File: src/sqi_pkg.sv
`default_nettype none
package sqi_pkg;

  localparam int unsigned DATA_W = 32;

  localparam logic REQ_INSERT = 1'b0;
  localparam logic REQ_POP    = 1'b1;

  localparam logic [1:0] ERR_OK    = 2'd0;
  localparam logic [1:0] ERR_EMPTY = 2'd1;
  localparam logic [1:0] ERR_FULL  = 2'd2;

  // broadcast to every cell; ins/pop already qualified by full/empty
  typedef struct packed {
    logic                     ins;
    logic                     pop;
    logic signed [DATA_W-1:0] value;
  } cell_cmd_t;

endpackage
`default_nettype wire

File: src/sorted_insert_queue.sv
`default_nettype none
// Sorted queue of signed 32-bit values, smallest at the head. Each beat on
// start (taken when busy is low) is an insert or a pop; its result appears
// on the next cycle with done high for exactly one cycle, and the receiver
// cannot stall it. busy stays low, so a new request can be issued every
// cycle: every cell compares the broadcast value and shifts to its
// neighbor in the same cycle. An insert into a full queue is dropped with
// error 2; a pop on an empty queue returns error 1. fill_count shows the
// low five bits of the count after the request.
module sorted_insert_queue #(
  parameter int CAPACITY = 16
) (
  input  wire logic                                clk,
  input  wire logic                                rst,
  input  wire logic                                start,
  output logic                                     busy,
  input  wire logic                                req_type,
  input  wire logic signed [sqi_pkg::DATA_W-1:0]   value,
  output logic                                     done,
  output logic signed [sqi_pkg::DATA_W-1:0]        pop_value,
  output logic                                     pop_valid,
  output logic [1:0]                               error_code,
  output logic [4:0]                               fill_count
);

  localparam int CNT_W = $clog2(CAPACITY + 1);
  localparam logic [CNT_W-1:0] CAP = CNT_W'(CAPACITY);

  logic [CNT_W-1:0]                 count;
  logic [CNT_W-1:0]                 count_next;
  logic                             accept;
  logic                             is_full;
  logic                             is_empty;
  sqi_pkg::cell_cmd_t               cmd;
  logic signed [sqi_pkg::DATA_W-1:0] cell_data  [CAPACITY];
  logic                             cell_shift [CAPACITY];
  logic [1:0]                       err_next;

  assign busy     = 1'b0;
  assign accept   = start && !busy;
  assign is_full  = count == CAP;
  assign is_empty = count == '0;

  assign cmd.ins   = accept && (req_type == sqi_pkg::REQ_INSERT) && !is_full;
  assign cmd.pop   = accept && (req_type == sqi_pkg::REQ_POP) && !is_empty;
  assign cmd.value = value;

  always_comb begin
    count_next = count;
    err_next   = sqi_pkg::ERR_OK;
    if (cmd.ins) begin
      count_next = count + 1'b1;
    end else if (cmd.pop) begin
      count_next = count - 1'b1;
    end else if (req_type == sqi_pkg::REQ_POP) begin
      err_next = sqi_pkg::ERR_EMPTY;
    end else begin
      err_next = sqi_pkg::ERR_FULL;
    end
  end

  for (genvar i = 0; i < CAPACITY; i++) begin : g_cell
    sqi_cell #(
      .INDEX (i),
      .CNT_W (CNT_W)
    ) u_cell (
      .clk        (clk),
      .cmd        (cmd),
      .count      (count),
      .prev_data  (cell_data[(i == 0) ? 0 : i - 1]),
      .prev_shift ((i == 0) ? 1'b0 : cell_shift[(i == 0) ? 0 : i - 1]),
      .next_data  (cell_data[(i == CAPACITY - 1) ? i : i + 1]),
      .data       (cell_data[i]),
      .shift      (cell_shift[i])
    );
  end

  always_ff @(posedge clk) begin
    if (rst) begin
      count <= '0;
      done  <= 1'b0;
    end else begin
      done <= accept;
      if (accept) begin
        count <= count_next;
      end
    end
  end

  always_ff @(posedge clk) begin
    if (accept) begin
      pop_value  <= cmd.pop ? cell_data[0] : '0;
      pop_valid  <= cmd.pop;
      error_code <= err_next;
      fill_count <= 5'(count_next);
    end
  end

endmodule
`default_nettype wire

File: src/sqi_cell.sv
`default_nettype none
module sqi_cell #(
  parameter int INDEX = 0,
  parameter int CNT_W = 5
) (
  input  wire logic                             clk,
  input  wire sqi_pkg::cell_cmd_t               cmd,
  input  wire logic [CNT_W-1:0]                 count,
  input  wire logic signed [sqi_pkg::DATA_W-1:0] prev_data,
  input  wire logic                             prev_shift,
  input  wire logic signed [sqi_pkg::DATA_W-1:0] next_data,
  output logic signed [sqi_pkg::DATA_W-1:0]      data,
  output logic                                  shift
);

  localparam logic [CNT_W-1:0] IDX = CNT_W'(INDEX);

  logic                             occupied;
  logic                             at_end;
  logic signed [sqi_pkg::DATA_W-1:0] data_next;

  assign occupied = IDX < count;
  assign at_end   = IDX == count;
  // entry is larger than the new value: it moves up one cell on insert
  assign shift    = occupied && (cmd.value < data);

  always_comb begin
    data_next = data;
    if (cmd.ins) begin
      if (prev_shift) begin
        data_next = prev_data;
      end else if (shift || at_end) begin
        data_next = cmd.value;
      end
    end else if (cmd.pop) begin
      data_next = next_data;
    end
  end

  always_ff @(posedge clk) begin
    data <= data_next;
  end

endmodule
`default_nettype wire

File: config.mk
export PLATFORM = sky130hd
export DESIGN_NAME = sorted_insert_queue
export DESIGN_NICKNAME = d
export VERILOG_FILES = /design/src/sqi_pkg.sv /design/src/sorted_insert_queue.sv /design/src/sqi_cell.sv
export SDC_FILE = /design/constraint.sdc
export NUM_CORES = 2
export LEC_CHECK = 0
export ABC_AREA = 1
export BUFFER_PORTS_ARGS = -buffer_cell sky130_fd_sc_hd__buf_2
export CORE_MARGIN = 2
export CORE_UTILIZATION = 40
export DETAILED_ROUTE_END_ITERATION = 10
export PLACE_DENSITY_LB_ADDON = 0.05
export SETUP_SLACK_MARGIN = 0.15
export SLEW_MARGIN = 5
export SYNTH_ARGS = -nofsm -noshare
export SYNTH_HDL_FRONTEND = slang
export SYNTH_SLANG_ARGS = --single-unit
File: constraint.sdc
create_clock -name clk -period 8.65 [get_ports clk]
set_input_delay 1.73 -clock clk [delete_from_list [all_inputs] [get_ports clk]]
set_output_delay 1.73 -clock clk [all_outputs]
set_load 0.05 [all_outputs]
# ---- Word-level counts from Yosys, hierarchy flattened
# Index checks and enable logic that the tools add are counted.
dict set report word_totals {
  ram_bits 0
  regBits 558
  romBits 0
  mem_count 0
  latchBits 0
  in_bits 36
}
dict set report classes {
  n_reduce_logical 58
  magnitude_cmp 32
  shift 0
  n_div 0
  mux 64
  n_mul 0
  n_eq_ne 31
  add_sub_neg 2
  bitwise 1
}
# op count
set op_table {}
lappend op_table {{32-bit 2-to-1 mux} 61}
lappend op_table {{32-bit < comparator} 16}
lappend op_table {{3-bit by 1-bit != test with 1-bit output (second input constant)} 14}
lappend op_table {{4-bit by 5-bit equality test with 1-bit output (first input constant)} 8}
lappend op_table {{4-bit by 5-bit < comparator with 1-bit output (first input constant)} 8}
lappend op_table {{2-bit AND reduction} 16}
lappend op_table {{3-bit by 5-bit equality test with 1-bit output (first input constant)} 4}
lappend op_table {{1-bit logical AND} 20}
lappend op_table {{3-bit by 5-bit < comparator with 1-bit output (first input constant)} 4}
lappend op_table {{1-bit logical OR} 16}
lappend op_table {{2-bit by 5-bit equality test with 1-bit output (first input constant)} 2}
lappend op_table {{1-bit by 5-bit < comparator with 1-bit output (first input constant)} 2}
lappend op_table {{2-bit by 5-bit < comparator with 1-bit output (first input constant)} 2}
lappend op_table {{5-bit 2-to-1 mux} 2}
lappend op_table {{5-bit by 1-bit adder with 5-bit output (second input constant)} 1}
lappend op_table {{1-bit by 5-bit equality test with 1-bit output (first input constant)} 1}
lappend op_table {{5-bit equality test (second input constant)} 1}
lappend op_table {{5-bit logical NOT} 1}
lappend op_table {{5-bit by 1-bit subtractor with 5-bit output (second input constant)} 1}
lappend op_table {{2-bit nonzero test} 2}
lappend op_table {{1-bit logical NOT} 2}
lappend op_table {{2-bit 2-to-1 mux} 1}
lappend op_table {{2-bit by 1-bit != test with 1-bit output (second input constant)} 1}
lappend op_table {{2-bit OR reduction} 1}
lappend op_table {{1-bit inverter} 1}

# ---- Logic depth before layout (Yosys ltp)
dict set report depth {
  depth_word 6
  ltp_mapped 19
  mapped_depth_nobuf 17
}

# ---- Modules after synthesis
# Synthesis repeated with hierarchy kept, for this count alone.
dict set report unflattened {
  cells_unflattened 5310
  area_unflattened_um2 41537.3
}
# mod area_each_um2 seq_area_each_um2 instances cells_each
set modules_own_cells {}
lappend modules_own_cells {{sqi_cell (g_cell[14].u_cell ...)} 2474.9 960.9 2 321}
lappend modules_own_cells {{sqi_cell (g_cell[12].u_cell ...)} 2472.4 960.9 2 320}
lappend modules_own_cells {{sqi_cell (g_cell[1].u_cell ...)} 2468.6 960.9 2 321}
lappend modules_own_cells {{sqi_cell (g_cell[10].u_cell)} 2502.4 960.9 1 324}
lappend modules_own_cells {{sqi_cell (g_cell[6].u_cell)} 2494.9 960.9 1 321}
lappend modules_own_cells {{sqi_cell (g_cell[4].u_cell)} 2483.6 960.9 1 321}
lappend modules_own_cells {{sqi_cell (g_cell[9].u_cell)} 2482.4 960.9 1 324}
lappend modules_own_cells {{sqi_cell (g_cell[2].u_cell)} 2479.9 960.9 1 321}
lappend modules_own_cells {{sqi_cell (g_cell[11].u_cell)} 2474.9 960.9 1 320}
lappend modules_own_cells {{sqi_cell (g_cell[13].u_cell)} 2474.9 960.9 1 319}
lappend modules_own_cells {{sqi_cell (g_cell[0].u_cell)} 2473.6 960.9 1 320}
lappend modules_own_cells {{sqi_cell (g_cell[15].u_cell)} 2466.1 960.9 1 319}
lappend modules_own_cells {{sqi_cell (g_cell[7].u_cell)} 2466.1 960.9 1 318}
lappend modules_own_cells {sorted_insert_queue 1906.8 1321.3 1 179}

# ---- Worst setup path before layout
# Ideal clock, no wire load.
dict set report synth_timing {
  path_kind {input to register}
  start {input port value[31] (netlist bit)}
  end {register g_cell[0].u_cell.data[0] (netlist bit) (enable)}
  cell_stages 10
  n_path_buf 1
  arrival_ns 4.656
  required_time_ns 8.209
  setup_slack_ns 3.553
  cell_sequence {ha_1 -> a21oi_1 -> o21a_1 -> nand2_1 -> a21oi_1 -> nand2_1 -> nand2_2 -> nand3_2 -> buf_2 -> a31oi_1}
}
dict set report synth_via {
  elab_chain_len 5
}
# element line
set synth_lines {}
lappend synth_lines {{start, declared} sorted_insert_queue.sv:18} ;# input wire logic signed [sqi_pkg::DATA_W-1:0] value,
lappend synth_lines {{32-bit < comparator} sqi_cell.sv:25} ;# assign shift = occupied && (cmd.value < data);
lappend synth_lines {{1-bit logical AND} sqi_cell.sv:25}
lappend synth_lines {{1-bit logical OR} sqi_cell.sv:32} ;# end else if (shift || at_end) begin
lappend synth_lines {{2-bit by 1-bit != test with 1-bit output (no line)} n/a}
lappend synth_lines {{2-bit AND reduction (no line)} n/a}
lappend synth_lines {{end signal, assigned} sqi_cell.sv:41} ;# data <= data_next;
lappend synth_lines {{end, declared} sqi_cell.sv:12} ;# output logic signed [sqi_pkg::DATA_W-1:0] data,
# No other way between the ends.
# A chain may end at the register's enable or synchronous reset.

# ---- Worst setup path in the final report
dict set report layout_timing {
  start {input port value[5] (netlist bit)}
  end {register g_cell[13].u_cell.data[5] (netlist bit) (enable)}
}
dict set report layout_via {
  elab_chain_len 5
  word_cells_on_any_way 7
}
# element line
set layout_lines {}
lappend layout_lines {{32-bit < comparator} sqi_cell.sv:25}
lappend layout_lines {{1-bit logical AND} sqi_cell.sv:25}
lappend layout_lines {{1-bit logical OR} sqi_cell.sv:32}
lappend layout_lines {{3-bit by 1-bit != test with 1-bit output (no line) *} n/a}
lappend layout_lines {{2-bit AND reduction (no line) *} n/a}
lappend layout_lines {{end signal, assigned} sqi_cell.sv:41}
lappend layout_lines {{end, declared} sqi_cell.sv:12}
# Mark *: on every way between the ends. The rest lies on a longest branch, timed or not.

==> results.yml <==
placement:
  dp_cells: 6852
  port_buffers: 76
  gp_congestion: 0.863
  dp_hpwl_mm: 99.6
logic_synthesis:
  synth.top_cell.area_share_pct: 38.5
  synth.net_count: 6189
  synth_area_leaders: "edfxtp_1 (39%), nand2_1 (17%), ha_1 (15%)"
  yosys_register_bits: 558
  syn_area_mm2: 0.0431
  synth_largest_area_cell: "edfxtp_1"
  ys_warn_count: 0
  syn_inst: 5652
  syn_avg_cell_area_um2: 7.62
  synth.distinct_cells: 38
  ys_seq_area_share_pct: 38.8
sta:
  finalMaxSlewViolations: 0
  max_slew.worst_pin.slew_ns: 1.22
  hold_viol_final: 0
  slew_headroom_pct: 18.5
  min_period_over_period_pct: 65.9
  rsz0062_at_grt: "no"
  finalSetupViolCount: 0
  whs_ns: 0.527
  fin_setup_tns_ns: 0
  fin_crit_ns: 5.70
  max_freq_ghz: 0.175
  fin_worst_skew_ns: 0.0303
layout:
  antenna-diode-count: 0
  fin_nets: 6065
  layout_common_cells: "nand2_1 (1921), inv_1 (684), edfxtp_1 (552)"
  fin_cells: 6994
  area_delta_synth_final_pct: 8.66
  drive_above_1_share_pct: 5.40
  fillers: 10936
  final_common_cell: "nand2_1"
  post-route-util_pct: 43.8
global_route:
  overflow: 0
  gr-usage-all-layers_pct: 23.6
  grt_max_degree: 182
  grt_pass1_vias: 36661
  grt_pass1_wl_mm: 210
  antenna_found_initial: 0
critical_path:
  cp.buffers_inverters: 1
  worstSetupStartpointType: "primary input"
  crit_family: "simple AND/OR/NAND/NOR gates"
  cp.required_ns: 8.91
  r2r_slack_ns: 3.90
  cp_slowest_stage_delay_ns: 0.80
  end_kind: "flip-flop"
  slowest_stage: "nor2_4"
  path_common_cell: "nand2_1"
  critPathKind: "primary input to flip-flop"
  cp_max_fo: 33
  path_cells: "buf_2 -> ha_1 -> a21oi_1 -> nor2_1 -> nor3_1 -> nand2_1 -> nand2_1 -> nand2_1 -> nand2_1 -> nand2_1 -> nand2_2 -> nand3_2 -> nand2_1 -> nor2_1 -> nor2_4"
  cp.arrival_ns: 5.96
run_status:
  status: "finished, final reports clean"
die:
  core_mm2: 0.107
  pin_count: 78
  die_x_um: 332
  die_area_mm2: 0.110
  start_util_pct: 40.3
  placementRows: 120
  dieHeight_um: 332
clocking:
  clockBufferDepth: 3
  cts_root_buffer: "clkbuf_16"
  h-tree-depth: 3
  cts_hold_buffers: 0
  clkSinkCount: 558
  cts_inserted_buffers: 77
  cts_setup_buffers: 0
  insertion_delay_ns: 0.66
  cts_tree: "built"
  worst_setup_hold_path_clk_slew_ns: 0.06
  cts-resized-gates: 0
power:
  intPower_w: 0.00714
  sw_frac_of_total_pct: 41.8
  clkPwrFrac_pct: 26.2
  leakagePower_nw: 23.1
  power_frac_seq_pct: 33.9
  ir_worst_vdd_uv: 151
  p_per_area_mw_per_mm2: 262
  p_sw_w: 0.00513
  comb_power_share_pct: 39.9
detailed_routing:
  wl_per_cell_um: 18.8
  dr_total_vias: 36775
  drt_drc_violations_left: 0
  vias_per_cell: 5.26
  drtIter0Drc: 2688
  drtPass1Iterations: 5
  antenna_left: 0
  routed_wl_mm: 131
worst_hold_path:
  hold_class: "flip-flop to flip-flop"
run:
  max-cap-violations: 0
-- cell type report --
| cell class | count | area (um2) | share of cell area, % |
|---|---|---|---|
| repair buffers | 123 | 771 | 1.65 |
| clock buffers | 100 | 2120 | 4.53 |
| multi-input cells | 4071 | 22500 | 48.0 |
| flip-flops and latches | 558 | 16700 | 35.7 |
| clock inverters | 42 | 365 | 0.781 |
| well taps | 1403 | 1760 | 3.75 |
| inverters | 697 | 2630 | 5.61 |
-- per-stage QoR --
step	total power, W	setup slack, ns	cell area (um2)
global placement	0.00905	2.31	44300
CTS	0.0124	2.95	46800
floorplan	0.00771	3.55	43100
finish	0.0123	2.95	46800
global route	0.0132	2.59	46800
detailed placement	0.00913	2.27	44300
-- flip-flops by register name (all words and copies together) (netlist names) --
signal and cells:
count 5, done 1, error_code 2, fill_count 5
g_cell.u_cell.data 512, pop_valid 1, pop_value 32
-- cells in the mapped netlist, drive strengths merged --
| library cell | instances |
|---|---|
| clkbuf | 140 |
| clkinv | 1 |
| xor2 | 4 |
| edfxtp | 552 |
| ha | 501 |
| a211oi | 2 |
| buf | 186 |
| a31oi | 2 |
| dfxtp | 6 |
| nand3 | 523 |
| a21o | 1 |
| nand2 | 1934 |
| a41oi | 1 |
| inv | 696 |
| nand3b | 3 |
| conb | 1 |
| o211ai | 1 |
| nor2 | 206 |
| nor4 | 3 |
| nand4 | 470 |
| o21a | 13 |
| nor3 | 30 |
| a21oi | 241 |
| o21ai | 135 |
-- path summary, 6_finish.rpt --
path,to,from,cells past startpoint
min reg2reg,g_cell[11].u_cell.data[16],g_cell[12].u_cell.data[16],2
min,g_cell[11].u_cell.data[16],g_cell[12].u_cell.data[16],2
max reg2reg,g_cell[0].u_cell.data[9],count[0],9
max,g_cell[13].u_cell.data[5],value[5],15
-- tightest hold or removal path, delay by kind of cell, from the launching register on --
kind             cells  cell delay, ns
DFF                  1            0.34
and+or+nand+nor      2            0.11
-- cells by family after synthesis --
group	synth area share [%]
flops	38.8
other cells	0.00871
buf+inv	9.36
simple gates	32.5
fa+ha+maj	14.6
xor+xnor	0.0814
compound gates	4.75
-- power by group through the flow --
stage	clock network, W	logic [W]	registers [W]
finish	0.00321	0.00489	0.00416
floorplan	0	0.00352	0.00419
detailed placement	0	0.00491	0.00422
CTS	0.00330	0.00493	0.00416
global route	0.00338	0.00558	0.00423
global placement	0	0.00486	0.00419
-- layer usage --
metal / global-route usage (%) / up-vias / part of all wire [%]
met2: 38.5 / 741 / 45
met5: 0 / - / 0
met4: 5.51 / 0 / 2.0
met3: 2.88 / 152 / 4.1
met1: 33.1 / 17074 / 49
li1: - / 18808 / -
No activity file was read; power rests on OpenSTA's default activity.
